<file path="src/hdl/rtbf_pkg.sv">
package rtbf_pkg;

  // field and register widths
  localparam int unsigned PixelW  = 32;
  localparam int unsigned AlphaLo = 24;
  localparam int unsigned RowW    = 14;
  localparam int unsigned CntW    = 13;
  localparam int unsigned ApbW    = 32;
  localparam int unsigned AddrW   = 4;
  localparam int unsigned OutW    = 32;

  localparam int unsigned MaxWidthDef = 4096;

  localparam logic [CntW-1:0] CntAllOnes = '1;

  // register index, taken from paddr[3:2]
  typedef enum logic [1:0] {
    RegRowWidth = 2'd0,
    RegStartRow = 2'd1,
    RegStopRow  = 2'd2,
    RegNone     = 2'd3
  } reg_idx_t;

  typedef struct packed {
    logic [CntW-1:0] row_width;
    logic [RowW-1:0] start_row;
    logic [RowW-1:0] stop_row;
  } cfg_t;

endpackage

</file>
<file path="src/hdl/row_transition_break_finder.sv">
// Row transition break finder. Stream ARGB pixels of candidate rows, highest
// row (start_row) first, each row left to right over row_width pixels; the
// block counts colour changes per row and, after the last pixel of the stop
// row (or of row 0), returns one result: the midpoint of the run of adjacent
// rows that share the lowest change count, plus that count. A search starts
// with the first pixel after the previous result. Throughput is one pixel per
// cycle; a pixel passes through the input register, then the per-pixel
// update into the result register. The pixel pipe holds only when a
// search-ending pixel meets a result not yet taken. Registers are
// written over the APB-style port and are read live, so write them between
// searches.
module row_transition_break_finder #(
  parameter int unsigned MAX_WIDTH = rtbf_pkg::MaxWidthDef
) (
  input  logic                        clk,
  input  logic                        rst_n,
  // pixel requests
  input  logic                        in_tvalid,
  output logic                        in_tready,
  input  logic [rtbf_pkg::PixelW-1:0] in_tdata,    // [31:0] pixel
  // result requests
  output logic                        out_tvalid,
  input  logic                        out_tready,
  output logic [rtbf_pkg::OutW-1:0]   out_tdata,   // [13:0] break_row, [26:14] min_changes
  // configuration
  input  logic                        cfg_psel,
  input  logic                        cfg_penable,
  input  logic                        cfg_pwrite,
  input  logic [rtbf_pkg::AddrW-1:0]  cfg_paddr,
  input  logic [rtbf_pkg::ApbW-1:0]   cfg_pwdata,
  output logic [rtbf_pkg::ApbW-1:0]   cfg_prdata,
  output logic                        cfg_pready
);

  localparam int unsigned ColW = $clog2(MAX_WIDTH + 1);
  localparam int unsigned RowW = rtbf_pkg::RowW;
  localparam int unsigned CntW = rtbf_pkg::CntW;

  rtbf_pkg::cfg_t  cfg;
  logic [ColW-1:0] eff_width;

  rtbf_cfg_regs #(.MAX_WIDTH(MAX_WIDTH)) u_cfg (
    .clk      (clk),
    .rst_n    (rst_n),
    .psel     (cfg_psel),
    .penable  (cfg_penable),
    .pwrite   (cfg_pwrite),
    .paddr    (cfg_paddr),
    .pwdata   (cfg_pwdata),
    .prdata   (cfg_prdata),
    .pready   (cfg_pready),
    .cfg      (cfg),
    .eff_width(eff_width)
  );

  // input register
  logic                        s1_vld_r;
  logic [rtbf_pkg::PixelW-1:0] s1_pix_r;
  logic                        s1_adv;

  // search state
  logic                        active_r;
  logic [ColW-1:0]             col_r;
  logic [RowW-1:0]             row_r;
  logic [rtbf_pkg::PixelW-1:0] color_r;
  logic                        prev_t_r;
  logic [CntW-1:0]             rc_r;
  logic [CntW-1:0]             best_c_r;
  logic [RowW-1:0]             top_r;
  logic [RowW-1:0]             bot_r;
  logic                        open_r;

  // result register
  logic                        out_vld_r;
  logic [rtbf_pkg::OutW-1:0]   out_data_r;

  // state as seen by this pixel: a fresh search starts from clean values
  logic                        start;
  logic [ColW-1:0]             col;
  logic [RowW-1:0]             row;
  logic [rtbf_pkg::PixelW-1:0] color;
  logic                        prev_t;
  logic [CntW-1:0]             rc;
  logic [CntW-1:0]             best_c;
  logic [RowW-1:0]             top;
  logic [RowW-1:0]             bot;
  logic                        open;

  logic                        cur_t;
  logic                        chg;
  logic [CntW-1:0]             rc_new;
  logic [rtbf_pkg::PixelW-1:0] color_new;
  logic [ColW-1:0]             col_new;
  logic                        row_end;
  logic                        search_end;
  logic [CntW-1:0]             best_c_new;
  logic [RowW-1:0]             top_new;
  logic [RowW-1:0]             bot_new;
  logic                        open_new;
  logic [RowW-1:0]             mid;

  always_comb begin
    start  = !active_r;
    col    = start ? '0 : col_r;
    row    = start ? cfg.start_row : row_r;
    color  = start ? '0 : color_r;
    prev_t = start ? 1'b0 : prev_t_r;
    rc     = start ? '0 : rc_r;
    best_c = start ? rtbf_pkg::CntAllOnes : best_c_r;
    top    = start ? '0 : top_r;
    bot    = start ? '0 : bot_r;
    open   = start ? 1'b0 : open_r;
  end

  // colour change: differs from running colour, not transparent to transparent
  always_comb begin
    cur_t     = (s1_pix_r[rtbf_pkg::PixelW-1:rtbf_pkg::AlphaLo] == '0);
    chg       = (s1_pix_r != color) && !(cur_t && prev_t);
    color_new = chg ? s1_pix_r : color;
    rc_new    = (chg && (rc != rtbf_pkg::CntAllOnes)) ? rc + CntW'(1) : rc;
    col_new   = col + ColW'(1);
    row_end   = (col_new >= eff_width);
  end

  // row close: new minimum opens a run, an equal count directly below extends it
  always_comb begin
    best_c_new = best_c;
    top_new    = top;
    bot_new    = bot;
    open_new   = open;
    if (row_end) begin
      priority if (rc_new < best_c) begin
        best_c_new = rc_new;
        top_new    = row;
        bot_new    = row;
        open_new   = 1'b1;
      end else if (rc_new == best_c) begin
        if (open && (bot != '0) && (row == bot - RowW'(1))) begin
          bot_new = row;
        end else begin
          open_new = 1'b0;
        end
      end else begin
        open_new = 1'b0;
      end
    end
    search_end = row_end && ((row <= cfg.stop_row) || (row == '0));
    mid        = bot_new + ((top_new - bot_new) >> 1);
  end

  // hold the pixel only when it would overwrite a result not yet taken
  assign s1_adv    = s1_vld_r && !(search_end && out_vld_r && !out_tready);
  assign in_tready = !s1_vld_r || s1_adv;

  always_ff @(posedge clk) begin
    if (!rst_n) begin
      s1_vld_r <= 1'b0;
    end else if (in_tready) begin
      s1_vld_r <= in_tvalid;
    end
  end

  always_ff @(posedge clk) begin
    if (in_tready && in_tvalid) begin
      s1_pix_r <= in_tdata;
    end
  end

  always_ff @(posedge clk) begin
    if (!rst_n) begin
      active_r <= 1'b0;
      open_r   <= 1'b0;
    end else if (s1_adv) begin
      active_r <= !search_end;
      open_r   <= search_end ? 1'b0 : open_new;
    end
  end

  always_ff @(posedge clk) begin
    if (s1_adv) begin
      col_r    <= row_end ? '0 : col_new;
      color_r  <= row_end ? '0 : color_new;
      rc_r     <= row_end ? '0 : rc_new;
      prev_t_r <= cur_t;
      row_r    <= row_end ? row - RowW'(1) : row;
      best_c_r <= best_c_new;
      top_r    <= top_new;
      bot_r    <= bot_new;
    end
  end

  always_ff @(posedge clk) begin
    if (!rst_n) begin
      out_vld_r <= 1'b0;
    end else if (s1_adv && search_end) begin
      out_vld_r <= 1'b1;
    end else if (out_tready) begin
      out_vld_r <= 1'b0;
    end
  end

  always_ff @(posedge clk) begin
    if (s1_adv && search_end) begin
      out_data_r <= rtbf_pkg::OutW'({best_c_new, mid});
    end
  end

  assign out_tvalid = out_vld_r;
  assign out_tdata  = out_data_r;

endmodule

</file>
<file path="src/hdl/rtbf_cfg_regs.sv">
module rtbf_cfg_regs #(
  parameter int unsigned MAX_WIDTH = rtbf_pkg::MaxWidthDef,
  localparam int unsigned ColW = $clog2(MAX_WIDTH + 1)
) (
  input  logic                       clk,
  input  logic                       rst_n,
  input  logic                       psel,
  input  logic                       penable,
  input  logic                       pwrite,
  input  logic [rtbf_pkg::AddrW-1:0] paddr,
  input  logic [rtbf_pkg::ApbW-1:0]  pwdata,
  output logic [rtbf_pkg::ApbW-1:0]  prdata,
  output logic                       pready,
  output rtbf_pkg::cfg_t             cfg,
  output logic [ColW-1:0]            eff_width
);

  rtbf_pkg::cfg_t   cfg_r;
  rtbf_pkg::reg_idx_t idx;
  logic             wr_en;

  assign idx    = rtbf_pkg::reg_idx_t'(paddr[3:2]);
  assign pready = 1'b1;
  assign wr_en  = psel && penable && pwrite;

  always_ff @(posedge clk) begin
    if (!rst_n) begin
      cfg_r.row_width <= rtbf_pkg::CntW'(1);
      cfg_r.start_row <= '0;
      cfg_r.stop_row  <= '0;
    end else if (wr_en) begin
      unique case (idx)
        rtbf_pkg::RegRowWidth: cfg_r.row_width <= pwdata[rtbf_pkg::CntW-1:0];
        rtbf_pkg::RegStartRow: cfg_r.start_row <= pwdata[rtbf_pkg::RowW-1:0];
        rtbf_pkg::RegStopRow:  cfg_r.stop_row  <= pwdata[rtbf_pkg::RowW-1:0];
        default: ;
      endcase
    end
  end

  always_comb begin
    unique case (idx)
      rtbf_pkg::RegRowWidth: prdata = rtbf_pkg::ApbW'(cfg_r.row_width);
      rtbf_pkg::RegStartRow: prdata = rtbf_pkg::ApbW'(cfg_r.start_row);
      rtbf_pkg::RegStopRow:  prdata = rtbf_pkg::ApbW'(cfg_r.stop_row);
      default:               prdata = '0;
    endcase
  end

  // zero width counts as one, saturate at MAX_WIDTH
  always_comb begin
    if (cfg_r.row_width == '0) begin
      eff_width = ColW'(1);
    end else if (32'(cfg_r.row_width) > 32'(MAX_WIDTH)) begin
      eff_width = ColW'(MAX_WIDTH);
    end else begin
      eff_width = ColW'(cfg_r.row_width);
    end
  end

  assign cfg = cfg_r;

endmodule

</file>
<file path="config.mk">
export PLATFORM = sky130hd
export DESIGN_NAME = row_transition_break_finder
export DESIGN_NICKNAME = d
export VERILOG_FILES = /design/src/hdl/rtbf_pkg.sv /design/src/hdl/row_transition_break_finder.sv /design/src/hdl/rtbf_cfg_regs.sv
export SDC_FILE = /design/constraint.sdc
export NUM_CORES = 1
export LEC_CHECK = 0
export ABC_CLOCK_PERIOD_IN_PS = 18900
export BUFFER_PORTS_ARGS = -buffer_cell sky130_fd_sc_hd__buf_2
export CORE_UTILIZATION = 55
export DETAILED_ROUTE_END_ITERATION = 6
export GPL_TIMING_DRIVEN = 0
export PLACE_DENSITY = 0.73
export SLEW_MARGIN = 15
export SYNTH_ARGS = -nofsm -noshare
export SYNTH_HDL_FRONTEND = slang
export SYNTH_HIERARCHICAL = 1
export SYNTH_SLANG_ARGS = --single-unit
</file>
<file path="constraint.sdc">
create_clock -name clk -period 18.9 [get_ports clk]
set_input_delay 0.945 -clock clk [delete_from_list [all_inputs] [get_ports clk]]
set_output_delay 0.945 -clock clk [all_outputs]
set_load 0.01 [all_outputs]
</file>
* Yosys cells after proc, flatten, opt, wreduce, memory -nomap -nowiden *
Cells that the tools add are included.

storage, ports and cells
  bits in registers = 218
  input bits = 75
  output and inout bits = 67
  logic and storage cells = 92

operators by class
  add/sub/neg operators = 6
  $lt $le $gt $ge = 4
  eq/ne operators = 6
  muxes and demuxes = 30
  reduce and logical (&&, ||, !) cells = 29

operators by type and width
  cell                   count
  $mux 14                10
  $mux 13                8
  $mux 32                2
  $pmux 14 s3            1
  $ne 32x32->1           1
  $sub 14x1->14 const B  2
  $add 13x1->13 const B  2
  $add 14x13->14         1
  $eq 14x14->1           1
  $le 14x14->1           1
  $logic_not 14->1       1
  $reduce_bool 14->1     1
  $sub 14x14->14         1
  $eq 13x13->1           1
  $ge 13x13->1           1
  $gt 13x13->1 const B   1
  $logic_and 1x1->1      13
  $logic_not 13->1       1
  $lt 13x13->1           1
  $ne 13x13->1 const B   1
  $mux 1                 9
  $logic_not 8->1        1
  $reduce_and 2->1       3
  $logic_not 1->1        5
  5 further kinds        6

* Longest topological paths before layout *
Gate-level depths: netlist of run 1.

  depth after elaboration = 12
  mapped depth = 46
  depth with buffers taken out = 40

* Cells and area by module *
Netlist of run 1, hierarchy kept.

modules (own cells, without submodules)
  module                       times used  cells an instance  area each (sq um)  sequential area each (sq um)
  row_transition_break_finder  1           1,109              11,182.0           5,275.1
  rtbf_cfg_regs                1           239                2,124.5            820.8

* Worst setup path before layout of run 1 *
OpenSTA, ideal clock, no wires.

  path type = register to register
  from = register active_r
  to = register out_data_r (netlist bit out_tdata[13]), data pin
  library setup time = 0.265 ns
  data arrival time = 8.213 ns
  required time = 18.635 ns
  slack = 10.422 ns
  cell stages (with the launch flop) = 44
  path buffers = 8
  clock period less this slack = 8.478 ns
  path through = dfxtp_1 -> buf_2 -> clkbuf_1 -> clkbuf_1 -> clkbuf_1 -> clkbuf_1 -> and2_1 -> ha_1 -> nand2_1 -> or4_1 -> nor2_1 -> or3_1 -> nor2_1 -> nand3_1 -> xor2_1 -> nor2_1 -> ha_1 -> nand3_1 -> (+8 left out) -> ha_1 -> nor2_1 -> nor2_1 -> o211ai_1 -> inv_1 -> nand4_1 -> o2111ai_1 -> or2_2 -> xor2_1 -> ha_1 -> a21oi_1 -> o21bai_1 -> a21oi_1 -> o21ai_0 -> a21o_1 -> a21oi_1 -> o21ai_0 -> xor2_1

on the way
  elaborated cells between the ends (all ways) = 34
  those cells by class = add/sub: 5; order compare: 2; eq/ne: 4; mux: 16; reduce/logical: 7

RTL lines
  element                                                line                                text
  from (decl)                                            row_transition_break_finder.sv:62   logic active_r;
  from (signal assigned)                                 row_transition_break_finder.sv:174  active_r <= !search_end;
  branches (longest 5 deep; another with $add 13x1->13)  n/a
  $mux 13 (*)                                            row_transition_break_finder.sv:120  rc_new = (chg && (rc != rtbf_pkg::CntAllOnes)) ? rc + CntW'(1) : rc;
  via rc_new[9]                                          row_transition_break_finder.sv:91   logic [CntW-1:0] rc_new;
  $lt 13x13->1 (*)                                       row_transition_break_finder.sv:132  priority if (rc_new < best_c) begin
  $mux 14 (*)                                            row_transition_break_finder.sv:132
  $mux 14 (*)                                            row_transition_break_finder.sv:131  if (row_end) begin
  via top_new[3]                                         row_transition_break_finder.sv:97   logic [RowW-1:0] top_new;
  $sub 14x14->14 (*)                                     row_transition_break_finder.sv:148  mid = bot_new + ((top_new - bot_new) >> 1);
  $add 14x13->14 (*)                                     row_transition_break_finder.sv:148
  via mid[13]                                            row_transition_break_finder.sv:100  logic [RowW-1:0] mid;
  to (signal assigned)                                   row_transition_break_finder.sv:204  out_data_r <= rtbf_pkg::OutW'({best_c_new, mid});
  to (decl)                                              row_transition_break_finder.sv:75   logic [rtbf_pkg::OutW-1:0] out_data_r;

Mark *: on every way through the listed nets, which the timed path passes.
A chain may end at the register's enable or synchronous reset.

* Worst setup path after layout of run 1 *
  from = register active_r
  to = register out_data_r (netlist bit out_tdata[13]), data pin

on the way
  elaborated cells between the ends (all ways) = 34
  those cells by class = add/sub: 5; order compare: 2; eq/ne: 4; mux: 16; reduce/logical: 7

RTL lines
  element          line                                text
  $mux 13          row_transition_break_finder.sv:104  col = start ? '0 : col_r;
  $add 13x1->13    row_transition_break_finder.sv:121  col_new = col + ColW'(1);
  via col_new[10]  row_transition_break_finder.sv:93   logic [ColW-1:0] col_new;
  $ge 13x13->1     row_transition_break_finder.sv:122  row_end = (col_new >= eff_width);
  $mux 14          row_transition_break_finder.sv:131
  via top_new[3]   row_transition_break_finder.sv:97
  $sub 14x14->14   row_transition_break_finder.sv:148
  $add 14x13->14   row_transition_break_finder.sv:148
  via mid[13]      row_transition_break_finder.sv:100

The timed path passes the listed nets, and every way through them passes these cells.

==> flow_summary_export.csv, run 1 <==
group,metric,value,unit
status,outcome,"finished clean",
power_and_ir_drop,power,1.822,mW
timing,finalSetupViolations,0,
power_and_ir_drop,vdd_drop_max,0.0001183,V
setup_path,path_common_cell,"clkbuf_1",
global_route,grt_start_max_net_pins,53,
cts,ctsHoldBuffers,0,
power_and_ir_drop,power_density,120.5,nW/um^2
synthesis,syn_area,13310,sq um
cts,path_clk_slew,0.06,ns
finish,fin_area,15120,sq um
synthesis,seq_area_frac_synth,45.81,%
cts,clock_path_buffers,3,
timing,max_slew_margin,38.19,%
global_route,grt_pass1_vias,10312,
setup_path,critical_path.startpoint,"active_r",
finish,num-fill-cells,1968,
synthesis,netlist-cell-type-count,72,
power_and_ir_drop,p_int,1.175,mW
route,drtIter0Drc,969,
power_and_ir_drop,p_sw,0.6464,mW
setup_path,slowest_delay,0.60,ns
cts,cts.repair.resized,0,
floorplan,core_region_area,23610,sq um
floorplan,start_util,56.35,%
cts,clk_latency,0.53,ns
route,routedWlPerCell,18.78,um
finish,fin_util,64.05,%
finish,area_growth,13.66,%
floorplan,die_area,24820,sq um
placement,postPlaceCellArea,14370,sq um
power_and_ir_drop,pwr-share-seq,36.1,%
power_and_ir_drop,pwr-share-clk,24.8,%
timing,tightest_slew,0.9271,ns
cts,cts_buffers,25,
timing,max_clock_freq,83.83,MHz
placement,hpwl,25080,um
global_route,antenna_found_initial,0,
timing,final.period_utilization,63.12,%
floorplan,die_w,157.5,um
synthesis,synth_edf_count,173,
timing,finClkSkew,0.008544,ns
power_and_ir_drop,comb_power_share,39.1,%
setup_path,cp_top_family,"buffers and inverters",
timing,whs,0.4871,ns
setup_path,start_kind,"flip-flop",
global_route,overflow,0,
timing,maxSlewViolCount,0,
global_route,grt_util_all_layers,27.74,%
placement,placed_cells,1787,
setup_path,required,19.16,ns
synthesis,synth_ff_type,"edfxtp_1",
synthesis,ys_async_sr_fraction,0,%
synthesis,yosys-top-cells-area,"edfxtp_1 (39%), dfxtp_1 (6.8%), ha_1 (6.7%), mux2i_1 (5.6%), xnor2_1 (4.4%)",
cts,cts_root_buf,"clkbuf_16",
finish,nets,1643,
floorplan,ios,142,
route,viasPerCell,5.900,
route,first_pass_iters,5,
timing,layout_min_cycle_time,11.93,ns
setup_path,reg2reg_from,"active_r",
finish,n_antenna_cell,0,
floorplan,fp.dieH,157.5,um
cts,cts_tree,"built",
setup_path,cp.arrival,12.19,ns
route,ant_nets,0,
power_and_ir_drop,sw_frac_of_total,35.48,%
flow_run,cap_viol_max_count,0,
setup_path,crit_type,"flip-flop to flip-flop",
placement,io_buffers,95,
cts,cts_sinks,218,
route,num_vias,10809,
synthesis,avgSynthCellArea,9.871,sq um
power_and_ir_drop,leakagePower,6.138,nW
timing,totalNegativeSetupSlack,0,ns
synthesis,synth-seq-cells,218,
synthesis,syn-instance-count,1348,
finish,final_cell_count_no_fill,1832,
setup_path,slowest_stage,"clkbuf_1",
route,wirelength,34410,um
synthesis,yosys_warnings,6,
finish,drive_gt1_share,12.03,%
setup_path,reg2reg_slack,6.97,ns
placement,gp_congestion,0.9725,
setup_path,crit_fanout,10,
timing,timing.final.ws_setup,6.970,ns
cts,post_cts_buffers,0,
worst_hold_path,hold_path.class,"flip-flop to flip-flop",
worst_hold_path,min_from,"u_cfg/cfg[4]",
setup_path,cp-end-kind,"flip-flop",
synthesis,yosys.area.top_type,"edfxtp_1",
setup_path,worst-path-buf-inv,11,
cts,htreeDepth,1,
placement,place_ws,7.222,ns
floorplan,num_rows,56,
timing,rsz0062_at_grt,"false",
route,remaining_drc_errors,0,
synthesis,synth_top_area_share,39.04,%
global_route,grt_pass1_wl,53350,um
timing,hold_violations,0,
## final cells by class
class	instances	area, sq um	share of cell area (%)
inverter	82	307.8	2.035
clock buffer	34	700.7	4.633
sequential	218	6096	40.30
multi-input combinational	983	6529	43.17
timing repair buffer	99	570.5	3.772
clock inverter	11	52.55	0.3475
tap	319	399.1	2.639
buffer	86	469.2	3.102
## sequential cells by signal, summed over array words and instances (netlist names)
| name | cells |
|---|---|
| u_cfg/cfg | 41 |
| color_r | 32 |
| s1_pix_r | 32 |
| out_tdata | 27 |
| bot_r | 14 |
| row_r | 14 |
| top_r | 14 |
| best_c_r | 13 |
| col_r | 13 |
| rc_r | 13 |
| active_r | 1 |
| open_r | 1 |
| out_tvalid | 1 |
| prev_t_r | 1 |
| s1_vld_r | 1 |
## worst reg2reg max path, delay by kind of cell (launching register included)
family | cells | cell delay (ns)
buffers and inverters | 11 | 5.23
adders and majority gates | 4 | 1.19
AOI/OAI and AO/OA | 13 | 2.52
xor gates and xnor gates | 3 | 0.48
and+or+nand+nor | 13 | 1.96
DFF | 1 | 0.30
## synth_stat cells (3+ instances only)
master     instances
or4_1              8
and2_1            10
nor3_1            26
inv_1             81
or2_2              3
xor2_1            22
o31ai_1            3
nor2b_1           22
a211oi_1           5
ha_1              71
or3_1              7
a21o_1            13
nor4bb_1          13
o21a_1            19
a21boi_0           4
o21ai_0           64
nand3_1           49
conb_1             3
o211ai_1           5
nand2_1          131
buf_2              5
nor3b_1            3
buf_4             25
and3_1            35
o21bai_1           4
xnor2_1           67
nand4_1            9
o22ai_1            3
a31oi_1           45
nor4_1            13
nand2b_1          10
mux2i_1           74
buf_1              5
a2bb2oi_1         14
nor2_1           114
a21oi_1           56
o2111ai_1          3
edfxtp_1         173
buf_6              4
clkbuf_1          46
dfxtp_1           45
## kinds of logic (layout without fill, tap and decap cells)
logic type | count (synthesis) | after routing | synth area share [%]
multiplexers | 75 | 75 | 5.651
AND/OR/NAND/NOR | 464 | 464 | 17.31
adder cells (fa/ha/maj) | 73 | 73 | 6.977
flip-flops | 218 | 218 | 45.81
buffers and inverters | 168 | 312 | 5.839
other | 3 | 24 | 0.08462
AO/OA/AOI/OAI | 257 | 257 | 12.30
XOR/XNOR | 90 | 90 | 6.027
## power by group through the flow
stage               registers (mW)  logic (mW)  clock network, mW
floorplan                    0.670       0.517                  0
global placement             0.669       0.683                  0
detailed placement           0.667       0.707                  0
CTS                          0.658       0.711              0.458
global route                 0.664       0.790              0.475
finish                       0.658       0.712              0.451
## cell usage in the layout (no fill, tap or decap), types with 6 or more instances in the layout
| cell type | instances |
|---|---|
| xor2_1 | 22 |
| o21a_1 | 18 |
| buf_4 | 25 |
| xnor2_1 | 67 |
| a31oi_1 | 45 |
| nor4_1 | 13 |
| buf_2 | 100 |
| a21oi_1 | 56 |
| or3_1 | 7 |
| a21o_1 | 13 |
| and3_1 | 35 |
| or4_1 | 8 |
| conb_1 | 24 |
| nand3_1 | 49 |
| nor2_1 | 113 |
| ha_1 | 71 |
| and2_1 | 9 |
| mux2i_1 | 74 |
| a2bb2oi_1 | 14 |
| o21ai_0 | 64 |
| clkinv_1 | 6 |
| nand2b_1 | 10 |
| nor4bb_1 | 13 |
| nor3_1 | 26 |
| nor2b_1 | 22 |
| inv_1 | 81 |
| nand2_1 | 131 |
| clkbuf_16 | 26 |
| dfxtp_1 | 45 |
| nand4_1 | 9 |
| edfxtp_1 | 173 |
| clkbuf_1 | 52 |
## layer usage
layer / part of all wire [%] / up-vias / track usage, %
li1: - / 5117 / -
met1: 42 / 5154 / 36.35
met2: 47 / 450 / 46.48
met3: 7.1 / 88 / 3.607
met4: 3.7 / 0 / 11.00
met5: 0 / - / 0
## path summary, 6_finish.rpt
kind / cells after the start / endpoint
max: 44 / out_tdata[13]
min: 2 / u_cfg/cfg[4]
max reg2reg: 44 / out_tdata[13]
min reg2reg: 2 / u_cfg/cfg[4]
(Power assumes the default switching activity.)
==> run 2, diff against run 1 <==
--- a/config.mk
+++ b/config.mk
@@ -5,7 +5,7 @@
 export SDC_FILE = /design/constraint.sdc
 export NUM_CORES = 1
 export LEC_CHECK = 0
-export ABC_CLOCK_PERIOD_IN_PS = 18900
+export ABC_CLOCK_PERIOD_IN_PS = 11500
 export BUFFER_PORTS_ARGS = -buffer_cell sky130_fd_sc_hd__buf_2
 export CORE_UTILIZATION = 55
 export DETAILED_ROUTE_END_ITERATION = 6
==> constraint.sdc (replaced) <==
create_clock -name clk -period 11.5 [get_ports clk]
set_input_delay 0.575 -clock clk [delete_from_list [all_inputs] [get_ports clk]]
set_output_delay 0.575 -clock clk [all_outputs]
set_load 0.01 [all_outputs]
==> run 2 against run 1 <==
Against the previous run:
- clock skew is essentially flat
- sequential power up 64%
- clock-buffer cell count stayed put
- first-iteration DRC count is 1.3% lower
- register-to-register slack worse by 6.4 ns
- non-clock buffer count is the same
==> flow_summary_export.csv, run 2 (synthesis gave the netlist of run 1 again) <==
group,metric,value,unit
setup_path,slowest_delay,0.71,ns
power_and_ir_drop,pwr-share-seq,36.1,%
cts,post_cts_buffers,0,
global_route,antenna_found_initial,0,
flow_run,cap_viol_max_count,0,
setup_path,path_common_cell,"clkbuf_1",
power_and_ir_drop,sw_frac_of_total,35.49,%
global_route,grt_pass1_vias,10312,
setup_path,cp-end-kind,"flip-flop",
finish,multi_input_area,6529,sq um
floorplan,die_area,24820,sq um
setup_path,slowest_stage,"o41ai_4",
finish,nets,1643,
finish,final_cell_count_no_fill,1832,
route,wirelength,34460,um
timing,rsz0062_at_grt,"false",
placement,io_buffers,95,
global_route,overflow,0,
timing,hold_violations,0,
route,first_pass_iters,6,
route,ant_nets,0,
finish,fin_util,64.09,%
cts,cts_tree,"built",
timing,max_slew_margin,38.86,%
finish,largest_register_ff_count,41,
global_route,grt_util_all_layers,27.74,%
cts,cts_buffers,25,
finish,drive_gt1_share,12.49,%
route,num_vias,10803,
placement,gp_congestion,0.9725,
power_and_ir_drop,power_density,198.0,nW/um^2
timing,finalSetupViolations,0,
cts,cts_sinks,218,
placement,placed_cells,1787,
finish,layout_commonest_cell,"edfxtp_1",
cts,path_clk_slew,0.06,ns
floorplan,fp.dieH,157.5,um
timing,max_clock_freq,91.91,MHz
finish,area_growth,13.73,%
finish,num-fill-cells,1973,
timing,final.period_utilization,94.62,%
route,viasPerCell,5.897,
floorplan,die_w,157.5,um
setup_path,cp.arrival,11.14,ns
power_and_ir_drop,p_int,1.933,mW
power_and_ir_drop,vdd_drop_max,0.0001951,V
power_and_ir_drop,pwr-share-clk,24.8,%
finish,ff_latch_area,6096,sq um
placement,hpwl,25080,um
status,outcome,"finished clean",
setup_path,start_kind,"flip-flop",
timing,layout_min_cycle_time,10.88,ns
finish,final_cell_mix,"edfxtp_1 (173), nand2_1 (131), nor2_1 (113)",
global_route,grt_start_max_net_pins,53,
route,drtIter0Drc,956,
worst_hold_path,hold_path.class,"input port to flip-flop",
timing,finClkSkew,0.008549,ns
floorplan,start_util,56.35,%
route,remaining_drc_errors,0,
floorplan,core_region_area,23610,sq um
cts,cts_root_buf,"clkbuf_16",
setup_path,required,11.76,ns
floorplan,num_rows,56,
setup_path,crit_type,"flip-flop to flip-flop",
global_route,grt_pass1_wl,53350,um
power_and_ir_drop,p_sw,1.064,mW
timing,tightest_slew,0.9170,ns
power_and_ir_drop,comb_power_share,39.1,%
timing,maxSlewViolCount,0,
setup_path,crit_fanout,10,
cts,ctsHoldBuffers,0,
cts,clock_path_buffers,3,
cts,clk_latency,0.53,ns
cts,htreeDepth,1,
power_and_ir_drop,leakagePower,6.161,nW
floorplan,ios,142,
finish,n_antenna_cell,0,
route,routedWlPerCell,18.81,um
## run 2: cell counts in the layout (fill, tap and decap cells not counted)
Identical to the previous run, type by type.
## run 2: stage by stage
step                TNS (ns)  power (mW)  hold WS (ns)  instance area [sq um]  setup slack [ns]
floorplan                  0       1.952        0.4434                  13390             3.022
global placement     -0.2556       2.223        0.4599                  14260           -0.1713
detailed placement   -0.3016       2.257        0.4737                  14370           -0.1781
CTS                        0       3.003        0.2076                  15130            0.1755
global route               0       3.170        0.2114                  15130           0.03987
finish                     0       2.997        0.2199                  15130            0.6193
## run 2: power by group through the flow
stage	clock (mW)	combinational (mW)	sequential [mW]
final	0.743	1.17	1.08
after global routing	0.780	1.30	1.09
after CTS	0.753	1.17	1.08
after detailed placement	0	1.16	1.10
after global placement	0	1.12	1.10
after floorplan	0	0.850	1.10
## run 2: cell type report
type | instances | area share [%]
multi-input combinational | 983 | 43.14
sequential | 218 | 40.28
clock buffer | 34 | 4.630
timing repair buffer | 99 | 3.770
buffer | 86 | 3.158
tap | 319 | 2.637
inverter | 82 | 2.034
clock inverter | 11 | 0.3473
## run 2: worst max-delay path, delay by kind of cell, from the launching register on
| kind | cells | cell delay (ns) |
|---|---|---|
| adder cells (fa/ha/maj) | 3 | 0.85 |
| AO/OA/AOI/OAI | 12 | 2.87 |
| AND/OR/NAND/NOR | 8 | 1.58 |
| XOR/XNOR | 3 | 0.44 |
| flip-flops | 1 | 0.30 |
| buffers and inverters | 13 | 4.57 |
## run 2: path summary, 6_finish.rpt
path | from | end | slack (ns) | cells after the start
setup / recovery | active_r | out_tdata[13] | 0.62 | 39
hold reg to reg | u_cfg/cfg[10] | u_cfg/cfg[10] | 0.49 | 2
hold / removal | in_tdata[4] | s1_pix_r[4] | 0.22 | 1
setup reg to reg | active_r | out_tdata[13] | 0.62 | 39
## run 2: repair_timing
action | CTS | global route
endpoints found under the hold margin | 0 | 0
cloned | 0 | 0
resized for setup | 2 | 10
endpoints found under the setup margin | 3 | 5
## run 2: per-layer routing
layer	GRT usage, %	part of all wire (%)	wire length, um
met4	11.00	3.6	1234
met2	46.48	47	16210
met3	3.607	7.4	2535
met5	0	0	0
met1	36.35	42	14480
==> run 3, diff against run 2 <==
--- a/config.mk
+++ b/config.mk
@@ -7,6 +7,7 @@
 export LEC_CHECK = 0
 export ABC_CLOCK_PERIOD_IN_PS = 11500
 export BUFFER_PORTS_ARGS = -buffer_cell sky130_fd_sc_hd__buf_2
+export CORE_ASPECT_RATIO = 0.9
 export CORE_UTILIZATION = 55
 export DETAILED_ROUTE_END_ITERATION = 6
 export GPL_TIMING_DRIVEN = 0
==> run 3 against run 2 <==
Against the previous run:
- the flow now finishes with violations (design-rule violations)
- register-to-register slack better by 0.07 ns
- first-iteration DRC count grew 23%
- core utilization up 0.11 points
- clock-buffer cell count fell by 2
- total power increased by 1.4%
- worst setup slack gained 0.070 ns
- flip-flop and latch count stayed put
- fmax up 0.65%
- largest cell class unchanged
==> flow_summary_export.csv, run 3 (synthesis gave the netlist of run 1 again) <==
group,metric,value,unit
global_route,overflow,0,
route,viasPerCell,5.962,
power_and_ir_drop,leakagePower,6.162,nW
timing,finClkSkew,0.01073,ns
placement,hpwl,25500,um
global_route,grt_start_max_net_pins,52,
finish,nets,1640,
setup_path,crit_fanout,10,
placement,gp_congestion,0.9193,
route,ant_nets,0,
setup_path,cp.arrival,11.07,ns
cts,clock_path_buffers,3,
global_route,grtUsageMet1,40.68,%
timing,final.period_utilization,94.00,%
floorplan,die_area,24820,sq um
status,outcome,"finished, violations left",
finish,ff_latch_area,6096,sq um
cts,post_cts_buffers,0,
global_route,grt_util_all_layers,28.03,%
global_route,grt_pass1_vias,10108,
finish,n_antenna_cell,0,
finish,multi_input_area,6529,sq um
timing,max_slew_margin,43.06,%
timing,whs,0.2276,ns
floorplan,num_rows,53,
setup_path,slowest_stage,"o41ai_4",
setup_path,cp-end-kind,"flip-flop",
floorplan,fp.dieH,149.6,um
timing,hold_violations,0,
worst_hold_path,hold_depth,1,
finish,num-fill-cells,1889,
route,remaining_drc_errors,8,
route,num_vias,10798,
finish,largest_register_ff_count,41,
timing,timing.final.ws_setup,0.6897,ns
route,wirelength,34670,um
setup_path,start_kind,"flip-flop",
setup_path,required,11.76,ns
setup_path,reg2regPathDepth,39,
finish,layout_commonest_cell,"edfxtp_1",
timing,finalSetupViolations,0,
global_route,antenna_found_initial,0,
finish,final_cell_mix,"edfxtp_1 (173), nand2_1 (131), nor2_1 (113)",
cts,cts_tree,"built",
floorplan,start_util,56.52,%
route,drtIter0Drc,1178,
flow_run,cap_viol_max_count,0,
setup_path,timing.rr.end,"out_tdata[13]",
worst_hold_path,hold_path.class,"input port to flip-flop",
finish,area_growth,13.59,%
timing,max_clock_freq,92.50,MHz
floorplan,die_w,166.0,um
global_route,top_usage_layer,"met2",
worst_hold_path,min_from,"in_tdata[18]",
cts,path_clk_slew,0.06,ns
setup_path,crit_type,"flip-flop to flip-flop",
setup_path,reg2reg_from,"active_r",
timing,maxSlewViolCount,0,
setup_path,slowest_delay,0.71,ns
finish,drive_gt1_share,12.52,%
floorplan,ios,142,
status,violations,"design-rule violations",
cts,htreeDepth,1,
global_route,met2_usage,42.00,%
timing,tightest_slew,0.8462,ns
timing,layout_min_cycle_time,10.81,ns
timing,totalNegativeSetupSlack,0,ns
power_and_ir_drop,power_density,201.1,nW/um^2
worst_hold_path,whs_endpoint,"s1_pix_r[18]",
global_route,grt_pass1_wl,54400,um
cts,cts_root_buf,"clkbuf_16",
cts,clk_latency,0.52,ns
setup_path,reg2reg_slack,0.69,ns
power_and_ir_drop,vdd_drop_max,0.0002097,V
cts,cts_sinks,218,
route,first_pass_iters,7,
global_route,gr-usage-met3,5.739,%
timing,rsz0062_at_grt,"false",
placement,place_ws,-0.5343,ns
floorplan,core_region_area,23540,sq um
cts,cts_buffers,24,
placement,io_buffers,95,
route,routedWlPerCell,19.15,um
-- run 3: changes by cell type in the layout (fill, tap and decap cells not counted) --
cell	delta
bufinv_16	+3
clkbuf_1	-3
clkbuf_2	+3
clkinv_2	-3
clkbuf_8	-2
buf_16	-1
clkbuf_16	-1
clkinv_1	-1
clkinvlp_2	+1
inv_6	-1
inv_8	+1
-- run 3: critical path, delay by kind of cell, from the launching register on --
kind	cells	cell delay [ns]
xor+xnor	3	0.46
buf+inv	13	4.41
simple gates	8	1.61
flops	1	0.30
compound gates	12	2.90
fa+ha+maj	3	0.84
-- run 3: where the power goes --
| group | leakage (nW) | internal, mW | switching, mW |
|---|---|---|---|
| logic | 3.77 | 0.478 | 0.698 |
| clock network | 0.379 | 0.465 | 0.316 |
| registers | 2.02 | 1.03 | 0.0542 |
-- run 3: per-layer routing --
metal,vias up,part of all wire [%]
li1,5114,-
met1,5113,45
met2,501,42
met3,70,9.8
met4,0,2.8
met5,-,0
-- run 3: what timing repair did --
action | CTS | global route
hold buffers | 0 | 0
setup endpoints to repair | 4 | 5
gates resized for setup | 4 | 13
-- run 3: stage by stage --
| stage | cell area, sq um | total power [mW] | utilization [%] | std cells |
|---|---|---|---|---|
| after floorplan | 13390 | 1.952 | - | 1369 |
| after detailed placement | 14320 | 2.252 | 60.84 | 1769 |
| after CTS | 15110 | 3.037 | 64.19 | 1812 |
| after global placement | 14240 | 2.219 | 60.48 | 1766 |
| final | 15110 | 3.040 | 64.20 | 1811 |
| after global routing | 15110 | 3.216 | 64.20 | 1811 |
-- run 3: final cells by class --
type | instances | share of cell area [%]
sequential | 218 | 40.33
timing repair buffer | 98 | 3.593
tap | 302 | 2.500
buffer | 85 | 3.162
inverter | 82 | 2.036
clock buffer | 32 | 4.313
multi-input combinational | 983 | 43.20
clock inverter | 11 | 0.8692
-- run 3: worst max-delay path by stage --
stage | from | endpoint | depth (start not counted)
finish | active_r | out_tdata[13] | 39
global route | active_r | out_tdata[13] | 39
CTS | active_r | out_tdata[13] | 43
detailed placement | active_r | out_tdata[13] | 43
global placement | active_r | out_tdata[13] | 44
floorplan | active_r | out_tdata[13] | 43
